$ cat src/pbbq_pkg.sv
// ----------------------------------------------------------------------------
// pbbq_pkg
// Shared types and constants of the priority byte budget queue.
// ----------------------------------------------------------------------------
`timescale 1ns / 1ps

package pbbq_pkg;

  // envelope added to every payload
  localparam logic [16:0] ENV_BYTES = 17'd64;

  // command codes
  localparam logic [1:0] CMD_ENQ   = 2'd0;
  localparam logic [1:0] CMD_START = 2'd1;
  localparam logic [1:0] CMD_DONE  = 2'd2;

  // result status codes
  localparam logic [3:0] ST_QUEUED    = 4'd0;
  localparam logic [3:0] ST_DROP_TTL  = 4'd1;
  localparam logic [3:0] ST_DROP_BIG  = 4'd2;
  localparam logic [3:0] ST_DROP_FULL = 4'd3;
  localparam logic [3:0] ST_EVICTED   = 4'd4;
  localparam logic [3:0] ST_STARTED   = 4'd5;
  localparam logic [3:0] ST_DELIVERED = 4'd6;
  localparam logic [3:0] ST_RETRY     = 4'd7;
  localparam logic [3:0] ST_DROP_ERR  = 4'd8;
  localparam logic [3:0] ST_IDLE      = 4'd9;

  // configuration register indexes
  localparam logic CFG_CAPACITY = 1'b0;
  localparam logic CFG_RETRY    = 1'b1;

  typedef struct packed {
    logic [1:0]  command;
    logic [15:0] tag;
    logic [7:0]  priority_req;
    logic [15:0] payload_len;
    logic        reliable;
    logic        expired;
    logic        failed;
  } pbbq_in_t;

  typedef struct packed {
    logic [3:0]  status;
    logic [15:0] out_tag;
    logic [16:0] out_bytes;
    logic [4:0]  queued_count;
    logic [23:0] held_bytes;
    logic        last;
  } pbbq_out_t;

  // one queue entry as held in a cell
  typedef struct packed {
    logic [15:0] tag;
    logic [7:0]  prio;
    logic [16:0] bytes;
    logic        reliable;
    logic [3:0]  attempts;
    logic        mark;
  } pbbq_entry_t;

  typedef enum logic [2:0] {
    OP_HOLD, OP_UP, OP_DOWN, OP_NEW, OP_MARK, OP_RETRY
  } pbbq_op_t;

  typedef struct packed {
    pbbq_op_t op;
  } pbbq_ctl_t;

endpackage

$ cat src/pbbq_cell.sv
// ----------------------------------------------------------------------------
// pbbq_cell
// One queue slot; loads from its upper or lower neighbor, the new packet,
// or updates its own mark and attempt count.
// ----------------------------------------------------------------------------
`timescale 1ns / 1ps

module pbbq_cell
  import pbbq_pkg::*;
(
  input  logic        clk,
  input  pbbq_ctl_t   ctl,
  input  pbbq_entry_t up_entry,
  input  pbbq_entry_t dn_entry,
  input  pbbq_entry_t new_entry,
  output pbbq_entry_t entry
);

  // slot update
  always_ff @(posedge clk) begin
    unique case (ctl.op)
      OP_UP:    entry <= up_entry;
      OP_DOWN:  entry <= dn_entry;
      OP_NEW:   entry <= new_entry;
      OP_MARK:  entry.mark <= 1'b1;
      OP_RETRY: entry.attempts <= entry.attempts + 4'd1;
      default:  entry <= entry;
    endcase
  end

endmodule

$ cat src/priority_byte_budget_queue.sv
// ----------------------------------------------------------------------------
// priority_byte_budget_queue
// Priority ordered packet queue with a byte budget, kept in a row of cells.
// ----------------------------------------------------------------------------
// Enqueue: accepted, then eviction search in S_EVICT and results in S_EMIT;
//   E evictions first, then the final result, one result per cycle.
// Start / complete / unknown: one result, registered in S_CMD after accept.
// Next transaction is taken in the cycle the last result is shown, set by the
//   one-victim-per-cycle search and one-removal-per-cycle shift of the cells.
// Reset clears state, count, bytes and sets config defaults; slots unwritten.
`timescale 1ns / 1ps

module priority_byte_budget_queue
  import pbbq_pkg::*;
#(
  parameter int DEPTH = 16
) (
  input  logic        clk,
  input  logic        rst,
  input  logic        start,
  output logic        busy,
  input  pbbq_in_t    request,
  output logic        result_valid,
  output pbbq_out_t   result,
  input  logic        cfg_we,
  input  logic        cfg_index,
  input  logic [23:0] cfg_data
);

  localparam int CW = $clog2(DEPTH + 1);

  typedef enum logic [1:0] {S_IDLE, S_EVICT, S_EMIT, S_CMD} state_t;

  state_t      state;
  pbbq_in_t    req;
  logic [23:0] capacity;
  logic [3:0]  retry_limit;
  logic        inflight;
  logic [CW-1:0] count;
  logic [CW-1:0] pend;
  logic [23:0] total;
  logic [3:0]  outcome;

  pbbq_entry_t ent [DEPTH];
  pbbq_ctl_t   ctl [DEPTH];
  pbbq_entry_t new_entry;

  logic [DEPTH-1:0] valid, cand, vsel, stop, bef, mk, rsel, rge, above, mabove;

  logic [16:0] new_bytes;
  logic [CW-1:0] live_cnt;
  logic        need;
  logic        too_big;
  logic        vfound;
  logic [16:0] vbytes;
  logic [15:0] rtag;
  logic [16:0] rbytes;
  logic        qadd;

  // cell row
  for (genvar i = 0; i < DEPTH; i++) begin : g_cell
    pbbq_cell u_cell (
      .clk       (clk),
      .ctl       (ctl[i]),
      .up_entry  (ent[(i < DEPTH - 1) ? i + 1 : i]),
      .dn_entry  (ent[(i > 0) ? i - 1 : i]),
      .new_entry (new_entry),
      .entry     (ent[i])
    );
  end

  assign new_bytes = {1'b0, req.payload_len} + ENV_BYTES;
  assign live_cnt  = count - pend;
  assign need      = (live_cnt >= CW'(DEPTH)) ||
                     (({1'b0, total} + {8'd0, new_bytes}) > {1'b0, capacity});
  assign too_big   = {7'd0, new_bytes} > capacity;
  assign qadd      = (outcome == ST_QUEUED);

  assign new_entry = '{tag: req.tag, prio: req.priority_req, bytes: new_bytes,
                       reliable: req.reliable, attempts: 4'd0, mark: 1'b0};

  // per-cell flags and the neighbor chains
  always_comb begin
    for (int i = 0; i < DEPTH; i++) begin
      valid[i] = CW'(i) < count;
      stop[i]  = valid[i] && (ent[i].prio < req.priority_req) && !(i == 0 && inflight);
      cand[i]  = stop[i] && !ent[i].mark;
      mk[i]    = valid[i] && ent[i].mark;
    end
    above[DEPTH-1]  = 1'b0;
    mabove[DEPTH-1] = 1'b0;
    for (int i = DEPTH - 2; i >= 0; i--) begin
      above[i]  = above[i+1] | cand[i+1];
      mabove[i] = mabove[i+1] | mk[i+1];
    end
    bef[0] = 1'b0;
    for (int i = 1; i < DEPTH; i++) bef[i] = bef[i-1] | stop[i-1];
    vsel = cand & ~above;
    rsel = mk & ~mabove;
    rge[0] = rsel[0];
    for (int i = 1; i < DEPTH; i++) rge[i] = rge[i-1] | rsel[i];
    vfound = |cand;
    vbytes = '0;
    rtag   = '0;
    rbytes = '0;
    for (int i = 0; i < DEPTH; i++) begin
      vbytes = vbytes | (ent[i].bytes & {17{vsel[i]}});
      rtag   = rtag   | (ent[i].tag   & {16{rsel[i]}});
      rbytes = rbytes | (ent[i].bytes & {17{rsel[i]}});
    end
  end

  // cell operations
  always_comb begin
    for (int i = 0; i < DEPTH; i++) ctl[i].op = OP_HOLD;
    unique case (state)
      S_EVICT: begin
        if (!req.expired && !too_big && need && vfound)
          for (int i = 0; i < DEPTH; i++) if (vsel[i]) ctl[i].op = OP_MARK;
      end
      S_EMIT: begin
        if (pend != '0) begin
          for (int i = 0; i < DEPTH; i++) if (rge[i]) ctl[i].op = OP_UP;
        end else if (qadd) begin
          for (int i = 0; i < DEPTH; i++) begin
            if (bef[i]) ctl[i].op = OP_DOWN;
            else if (stop[i] || CW'(i) == count) ctl[i].op = OP_NEW;
          end
        end
      end
      S_CMD: begin
        if (req.command == CMD_DONE && count != '0 && inflight) begin
          if (req.failed && ent[0].reliable && ent[0].attempts < retry_limit)
            ctl[0].op = OP_RETRY;
          else
            for (int i = 0; i < DEPTH; i++) ctl[i].op = OP_UP;
        end
      end
      default: ;
    endcase
  end

  assign busy = (state != S_IDLE);

  // sequencer, counters and result register
  always_ff @(posedge clk) begin
    if (rst) begin
      state        <= S_IDLE;
      capacity     <= 24'd262144;
      retry_limit  <= 4'd3;
      inflight     <= 1'b0;
      count        <= '0;
      pend         <= '0;
      total        <= '0;
      outcome      <= ST_IDLE;
      result_valid <= 1'b0;
    end else begin
      result_valid <= 1'b0;
      // configuration writes
      if (cfg_we) begin
        if (cfg_index == CFG_CAPACITY) capacity <= cfg_data;
        else retry_limit <= cfg_data[3:0];
      end
      unique case (state)
        S_IDLE: begin
          if (start) begin
            req   <= request;
            pend  <= '0;
            state <= (request.command == CMD_ENQ) ? S_EVICT : S_CMD;
          end
        end
        S_EVICT: begin
          // one victim per cycle, nearest the tail first
          if (req.expired) begin
            outcome <= ST_DROP_TTL;
            state   <= S_EMIT;
          end else if (too_big) begin
            outcome <= ST_DROP_BIG;
            state   <= S_EMIT;
          end else if (need) begin
            if (vfound) begin
              total <= total - (({7'd0, vbytes} >= total) ? total : {7'd0, vbytes});
              pend  <= pend + CW'(1);
            end else begin
              outcome <= ST_DROP_FULL;
              state   <= S_EMIT;
            end
          end else begin
            outcome <= ST_QUEUED;
            state   <= S_EMIT;
          end
        end
        S_EMIT: begin
          result_valid <= 1'b1;
          result.queued_count <= 5'(count - pend + CW'(qadd));
          result.held_bytes   <= total + (qadd ? {7'd0, new_bytes} : 24'd0);
          if (pend != '0) begin
            // evicted transaction, slot removed by shifting down
            result.status    <= ST_EVICTED;
            result.out_tag   <= rtag;
            result.out_bytes <= rbytes;
            result.last      <= 1'b0;
            count <= count - CW'(1);
            pend  <= pend - CW'(1);
          end else begin
            result.status    <= outcome;
            result.out_tag   <= req.tag;
            result.out_bytes <= new_bytes;
            result.last      <= 1'b1;
            if (qadd) begin
              count <= count + CW'(1);
              total <= total + {7'd0, new_bytes};
            end
            state <= S_IDLE;
          end
        end
        S_CMD: begin
          result_valid        <= 1'b1;
          result.last         <= 1'b1;
          result.status       <= ST_IDLE;
          result.out_tag      <= '0;
          result.out_bytes    <= '0;
          result.queued_count <= 5'(count);
          result.held_bytes   <= total;
          if (req.command == CMD_START && count != '0) begin
            inflight         <= 1'b1;
            result.status    <= ST_STARTED;
            result.out_tag   <= ent[0].tag;
            result.out_bytes <= ent[0].bytes;
          end else if (req.command == CMD_DONE && count != '0 && inflight) begin
            result.out_tag   <= ent[0].tag;
            result.out_bytes <= ent[0].bytes;
            inflight         <= 1'b0;
            if (req.failed && ent[0].reliable && ent[0].attempts < retry_limit) begin
              result.status <= ST_RETRY;
            end else begin
              result.status       <= req.failed ? ST_DROP_ERR : ST_DELIVERED;
              count               <= count - CW'(1);
              result.queued_count <= 5'(count - CW'(1));
              total <= total - (({7'd0, ent[0].bytes} >= total) ? total
                                                                 : {7'd0, ent[0].bytes});
              result.held_bytes <= total - (({7'd0, ent[0].bytes} >= total) ? total
                                                                 : {7'd0, ent[0].bytes});
            end
          end
          state <= S_IDLE;
        end
        default: state <= S_IDLE;
      endcase
    end
  end

  // checks
  a_nonlast_evicted: assert property (@(posedge clk) disable iff (rst)
    result_valid && !result.last |-> result.status == ST_EVICTED)
    else $error("non-final result is not an eviction");
  a_idle_no_pending: assert property (@(posedge clk) disable iff (rst)
    !busy |-> pend == '0)
    else $error("pending evictions while idle");
  a_inflight_nonempty: assert property (@(posedge clk) disable iff (rst)
    inflight |-> count != '0)
    else $error("in-flight mark on empty queue");
  a_count_bound: assert property (@(posedge clk) disable iff (rst)
    count <= CW'(DEPTH))
    else $error("entry count beyond depth");

endmodule
$ cat config.mk
export PLATFORM = sky130hd
export DESIGN_NAME = priority_byte_budget_queue
export DESIGN_NICKNAME = d
export VERILOG_FILES = /design/src/pbbq_pkg.sv /design/src/pbbq_cell.sv /design/src/priority_byte_budget_queue.sv
export SDC_FILE = /design/constraint.sdc
export NUM_CORES = 2
export LEC_CHECK = 0
export ABC_AREA = 1
export BUFFER_PORTS_ARGS = -buffer_cell sky130_fd_sc_hd__buf_4
export CELL_PAD_IN_SITES_DETAIL_PLACEMENT = 0
export CELL_PAD_IN_SITES_GLOBAL_PLACEMENT = 2
export CORE_MARGIN = 2
export CORE_UTILIZATION = 40
export DETAILED_ROUTE_END_ITERATION = 6
export MAX_ROUTING_LAYER = met4
export PLACE_DENSITY_LB_ADDON = 0.1
export SLEW_MARGIN = 20
export SYNTH_ARGS = -nofsm -noshare
export SYNTH_HDL_FRONTEND = slang
export SYNTH_SLANG_ARGS = --single-unit
export TNS_END_PERCENT = 5
$ cat constraint.sdc
create_clock -name clk -period 10.2 [get_ports clk]
set_clock_uncertainty 0.1 [all_clocks]
set_input_delay 2.55 -clock clk [delete_from_list [all_inputs] [get_ports clk]]
set_output_delay 2.55 -clock clk [all_outputs]
set_load 0.005 [all_outputs]
# Word-level counts from Yosys, hierarchy flattened
# Cells that the tools add are included.
[word_totals] in_bits=74 register_bits=934 out_inout_bits=69 wordCells=784
[classes] order_cmp=38 bitwise=156 n_reduce_logical=164 n_mux=168 n_eq_ne=112 addsub=28
[ops] cell="$pmux 42 s3" count=14
[ops] cell="$and 17x17->17" count=32
[ops] cell="$or 17x17->17" count=30
[ops] cell="$and 16x16->16" count=18
[ops] cell="$mux 24" count=11
[ops] cell="$or 16x16->16" count=15
[ops] cell="$pmux 4 s4" count=14
[ops] cell="$pmux 42 s2" count=2
[ops] cell="$mux 48" count=3
[ops] cell="$pmux 48 s3" count=1
[ops] cell="$pmux 67 s2" count=1
[ops] cell="$lt 8x8->1" count=16
[ops] cell="$reduce_bool 4->1" count=28
[ops] cell="$eq 3x3->1 const B" count=32
[ops] cell="$eq 3x2->1 const B" count=31
[ops] cell="$mux 2" count=38
[ops] cell="$mux 37" count=2
[ops] cell="$pmux 24 s3" count=1
[ops] cell="$mux 66" count=1
[ops] cell="$add 4x1->4 const B" count=16
[ops] cell="$reduce_bool 3->1" count=20
[ops] cell="$mux 29" count=2
[ops] cell="$logic_and 1x1->1" count=57
[ops] cell="$or 1x1->1" count=57
[ops] cell="57 further kinds" count=224

# Depth between registers and ports, before layout
[depth] ltp_word=43 mapped_depth=63 ltp_nobuf=60

# By module
# Synthesis repeated with hierarchy kept, for this count alone.
[unflattened] hier_cells=8234 area_unflattened_um2=64321.7
[by_module_without_submodules] mod="pbbq_cell" area_each_um2=2516.2 cells_per_inst=285 seq_area_each_um2=1411.4 instances=16
[by_module_without_submodules] mod="priority_byte_budget_queue" area_each_um2=24063.1 cells_per_inst=3674 seq_area_each_um2=4744.6 instances=1

# Worst setup path before layout
# No wires, ideal clock.
[synth_path] kind="register to register" start="reg req, in the netlist new_entry[30]" end="reg total[21]" setup_time_ps=133 synth_period_minus_slack_ps=7883 n_path_buf=4 arrival_time_ps=7650 t_required_ps=9967 slack_ps=2317 path_stages_with_launch=57 cell_sequence="edfxtp_1 inv_1 clkbuf_1 ha_1 a21oi_1 o21a_1 nand4_1 clkbuf_1 nor2_1 a21oi_1 nand3_1 nor2_1 nand4_1 nor2_1 nand4_1 ha_1 a21oi_1 nor2_1 (+21 left out) nand2_1 nand2_1 nand3_1 nand2_1 a21boi_0 nor2_1 nand2_1 nand2_1 inv_1 nor2_1 nand2_1 nand2_1 nand2_1 nand2_1 a31oi_1 or2_2 nand3_1 a31oi_1"
[synth_via] elab_chain_len=43 elab_cells_between_ends=107 classes_between="add/sub (1); order compare (17); eq/ne (1); mux (6); bitwise (47); reduce/logical (35)"
[synth_lines] item="from (decl)" line="priority_byte_budget_queue.sv:35" source="pbbq_in_t req;"
[synth_lines] item="from (signal assigned)" line="priority_byte_budget_queue.sv:167" source="req <= request;"
[synth_lines] item="$lt 8x8->1" line="priority_byte_budget_queue.sv:86" source="stop[i] = valid[i] && (ent[i].prio < req.priority_req) && !(i == 0 && inflight);"
[synth_lines] item="$logic_and 1x1->1" line="priority_byte_budget_queue.sv:86"
[synth_lines] item="$logic_and 1x1->1" line="priority_byte_budget_queue.sv:87" source="cand[i] = stop[i] && !ent[i].mark;"
[synth_lines] item="$or 1x1->1 (14 in series)" line="priority_byte_budget_queue.sv:93" source="above[i] = above[i+1] | cand[i+1];"
[synth_lines] item="$not 15->16" line="priority_byte_budget_queue.sv:98" source="vsel = cand & ~above;"
[synth_lines] item="$and 16x16->16" line="priority_byte_budget_queue.sv:98"
[synth_lines] item="$and 17x17->17" line="priority_byte_budget_queue.sv:107" source="vbytes = vbytes | (ent[i].bytes & {17{vsel[i]}});"
[synth_lines] item="$or 17x17->17 (15 in series)" line="priority_byte_budget_queue.sv:107"
[synth_lines] item="$ge 17x24->1" line="priority_byte_budget_queue.sv:182" source="total <= total - (({7'd0, vbytes} >= total) ? total : {7'd0, vbytes});"
[synth_lines] item="$mux 24" line="priority_byte_budget_queue.sv:182"
[synth_lines] item="$sub 24x24->24" line="priority_byte_budget_queue.sv:182"
[synth_lines] item="$mux 24" line="priority_byte_budget_queue.sv:181" source="if (vfound) begin"
[synth_lines] item="$mux 24" line="priority_byte_budget_queue.sv:180" source="end else if (need) begin"
[synth_lines] item="$mux 24" line="priority_byte_budget_queue.sv:177" source="end else if (too_big) begin"
[synth_lines] item="$mux 24" line="priority_byte_budget_queue.sv:174" source="if (req.expired) begin"
[synth_lines] item="$pmux 24 s3" line="priority_byte_budget_queue.sv:164" source="unique case (state)"
[synth_lines] item="to (signal assigned)" line="priority_byte_budget_queue.sv:182"
[synth_lines] item="to (signal assigned)" line="priority_byte_budget_queue.sv:212" source="total <= total + {7'd0, new_bytes};"
[synth_lines] item="to (signal assigned)" line="priority_byte_budget_queue.sv:240" source="total <= total - (({7'd0, ent[0].bytes} >= total) ? total"
[synth_lines] item="to (decl)" line="priority_byte_budget_queue.sv:41" source="logic [23:0] total;"
# Parallel ways exist; a longest one is shown, timed or not. The select of a mux whose other input is x is not followed.
# A chain may end at the register's enable or synchronous reset.

# Worst setup path in the final report
[layout_path] start="reg req, in the netlist new_entry[23]" end="reg total[22]"
# The elaborated chain is that of the path after synthesis.

==> run metrics <==
area of the multi-input gates=0.0285 mm^2; #FFs+latches synth=~930; highest net fanout along the worst path=17; Peak Freq=107 MHz; setup slack after layout=871 ps; Post-Synthesis Cells=about 7000; core area=approximately 0.15 mm^2; Placed Instances=roughly 9000; WP depth=47; pwr dens=293 mW/mm^2; Hold Path Origin=capacity[19]; via count=between 50000 and 60000; Pins Over Slew Limit=0; clock transition at the registers of the reported paths=60 ps; Reg area=0.0273 mm^2; Most Crowded Layer GR=met2; Worst slew margin=between 10% and 20%; Final GP Congestion=0.980; pre-CTS setup slack=1060 ps; critical path startpoint category=flip-flop; CTS Buffer Depth=3; kind of critical path=reg -> reg; latest clock arrival within the worst-skew pair=790 ps; Final Hold Slack=388 ps; r2r setup slk=between 800 and 900 ps; HPWL after DPL=201000 um; initial antenna violation count=16; unrepaired setup endpoints after global routing=false; vias in the first global route=53900; drt drc=0; synthesized area per cell=around 8.5 um^2; Unique masters post-synth=69; Chip Height=391 um; Syn Std Cell Area=0.0600 mm^2; number of CTS-inserted buffers=116; Max-cap violations=0; hold path cells=2; Root Driver=clkbuf_16; crit share post-route=91.5%; delay-heaviest family, CP=simple AND/OR/NAND/NOR gates; Post-synth EDFFs=864; Final setup viols=0; FILL cells=14900; H-Tree Depth=3; Routed WL per cell=31.6 um; Num Clock Sinks=933; Tmin final=9330 ps; worst-margin pin slew=1220 ps; hold crit path type=reg -> reg; met3 Track Usage GR=8.07%; Detailed Route Iter0 Violations=slightly below 8000; WP buf/inv=2; asr flop ratio synth=0%; R2R depth=47; Crit path required time=10760 ps; LEAKAGE=26.9 nW; CTS tree=built; M1 GR Usage=between 50% and 60%; arrival time worst endpoint=9880 ps; Die ar.=0.153 mm^2; cell mode on critical path=nand2_1; total gr overflow=0; layout cells sized above 1=9.92%; vias per cell=6.21; Max VDD drop=194 uV; Post-CTS Setup Inserts=0; first-pass GRT wire length=slightly above 400000 um; final-stage net count=7498; hold violation count in the final report=0; crit path from=new_entry[23]; Syn. warnings=0; status=complete, no violations; met2 Use GR=roughly 56%; Worst Setup End Kind=flip-flop; post-route ant nets=0; Rows=142; Area Growth Syn to Fin=12.8%; setup TNS=0 ps; RR Startpoint=new_entry[23]; initial core utilization=40.1%; fin cells=around 9200; Final Power=19.8 mW; syn_nets=7404; Top FF cell, synth=edfxtp_1; Total Wirelength=292000 um; First-pass DRT Iterations=6; CTS hold repair buffers=0; Max stage delay cell, worst path=nor2_2; post_cts resized=0; sequential fraction of the synthesis area=45.6%; worst stage delay on the critical path=700 ps; # IOs=around 140; largest net degree at the start of global routing=79; total track usage=between 30% and 40%; Die W=391 um; port bufs=142
## sequential cells by signal, indices dropped and copies added, names as in the netlist
signal,count
capacity,24
new_entry,25
state,2
req,20
result,67
result_valid,1
retry_limit,4
count,5
inflight,1
total,24
pend,5
g_cell.u_cell.entry,752
outcome,3
## synth_stat cells, types with 5 or more instances
master / n / area share [%]
o21ai_1: 13 / 0.11
xnor2_1: 38 / 0.55
o221ai_1: 428 / 6.2
nand2_2: 20 / 0.21
o21a_1: 16 / 0.20
inv_1: 672 / 4.2
o21ai_2: 5 / 0.073
clkbuf_1: 215 / 1.3
nor2_1: 435 / 2.7
ha_1: 302 / 6.3
nor2_4: 15 / 0.28
nor3_1: 37 / 0.31
a211oi_1: 16 / 0.20
nand2_1: 1932 / 12
o22ai_1: 20 / 0.21
buf_6: 14 / 0.26
nand3_2: 13 / 0.22
o2bb2ai_1: 5 / 0.073
xor2_1: 79 / 1.2
o21ai_0: 395 / 3.3
nor2_2: 21 / 0.22
clkinv_1: 10 / 0.063
buf_4: 16 / 0.20
a221oi_1: 42 / 0.61
inv_2: 44 / 0.28
a21oi_1: 325 / 2.7
nor4_1: 33 / 0.34
buf_1: 13 / 0.081
edfxtp_1: 864 / 43
a31oi_1: 25 / 0.26
o2111ai_1: 33 / 0.48
a21o_1: 7 / 0.088
nor3_2: 8 / 0.13
o31ai_1: 5 / 0.063
dfxtp_1: 69 / 2.3
buf_2: 111 / 0.93
fa_1: 6 / 0.20
nand3_1: 311 / 2.6
o211ai_1: 225 / 2.8
nand4_1: 118 / 1.2
nand2_4: 6 / 0.11
or2_2: 8 / 0.083
## final cells by class
class | count | area share, %
multi-input cells | 4992 | 42.2
inverters | 728 | 4.05
well taps | 2016 | 3.73
flip-flops and latches | 933 | 40.4
clock inverters | 64 | 0.877
clock buffers | 156 | 4.62
repair buffers | 345 | 4.09
diodes | 7 | 0.0259
## worst reg2reg max path: cells and delay by family, from the launching register on
kind	cells	cell delay, ps
adder cells (fa/ha/maj)	3	830
buffers and inverters	2	580
AND/OR/NAND/NOR	27	4250
flip-flops	1	610
AO/OA/AOI/OAI	15	2840
## logic make-up after synthesis
logic type	share of synthesized area [%]
simple gates	20.9
flops	45.6
buf+inv	7.38
compound gates	17.9
fa+ha+maj	6.50
xor+xnor	1.71
## worst paths after layout
kind             endpoint
max             total[22]
min          capacity[19]
max reg2reg     total[22]
min reg2reg  capacity[19]
## through the flow
step / instance area (um^2) / util (%)
after floorplan: 60000 / -
after global placement: 63900 / 42.8
after detailed placement: 63900 / 42.8
after CTS: 67600 / 45.3
after global routing: 67600 / 45.3
final: 67600 / 45.3
## cells in the final DEF, fill, tap and decap left out, drive strengths merged, types with 34 or more instances in the layout
cell	count
nor3	47
nor2	473
dfxtp	69
o221ai	431
a21oi	326
o21ai	413
xnor2	38
edfxtp	864
ha	302
clkinv	64
o211ai	225
nor4	34
nand2	1958
clkbuf	156
buf	345
inv	717
xor2	79
a221oi	42
nand4	120
nand3	326
## power breakdown
group          switching (mW)  internal, mW
Sequential              0.417          4.92
Combinational            7.26          3.06
Clock                    1.83          2.33
Total                    9.51          10.3
## metal layers
layer	vias to the layer above	share of wire (%)
met2	3549	42
met4	0	5.7
met3	724	11
li1	25300	-
met5	-	0
met1	27800	41
(Power assumes the default switching activity.)
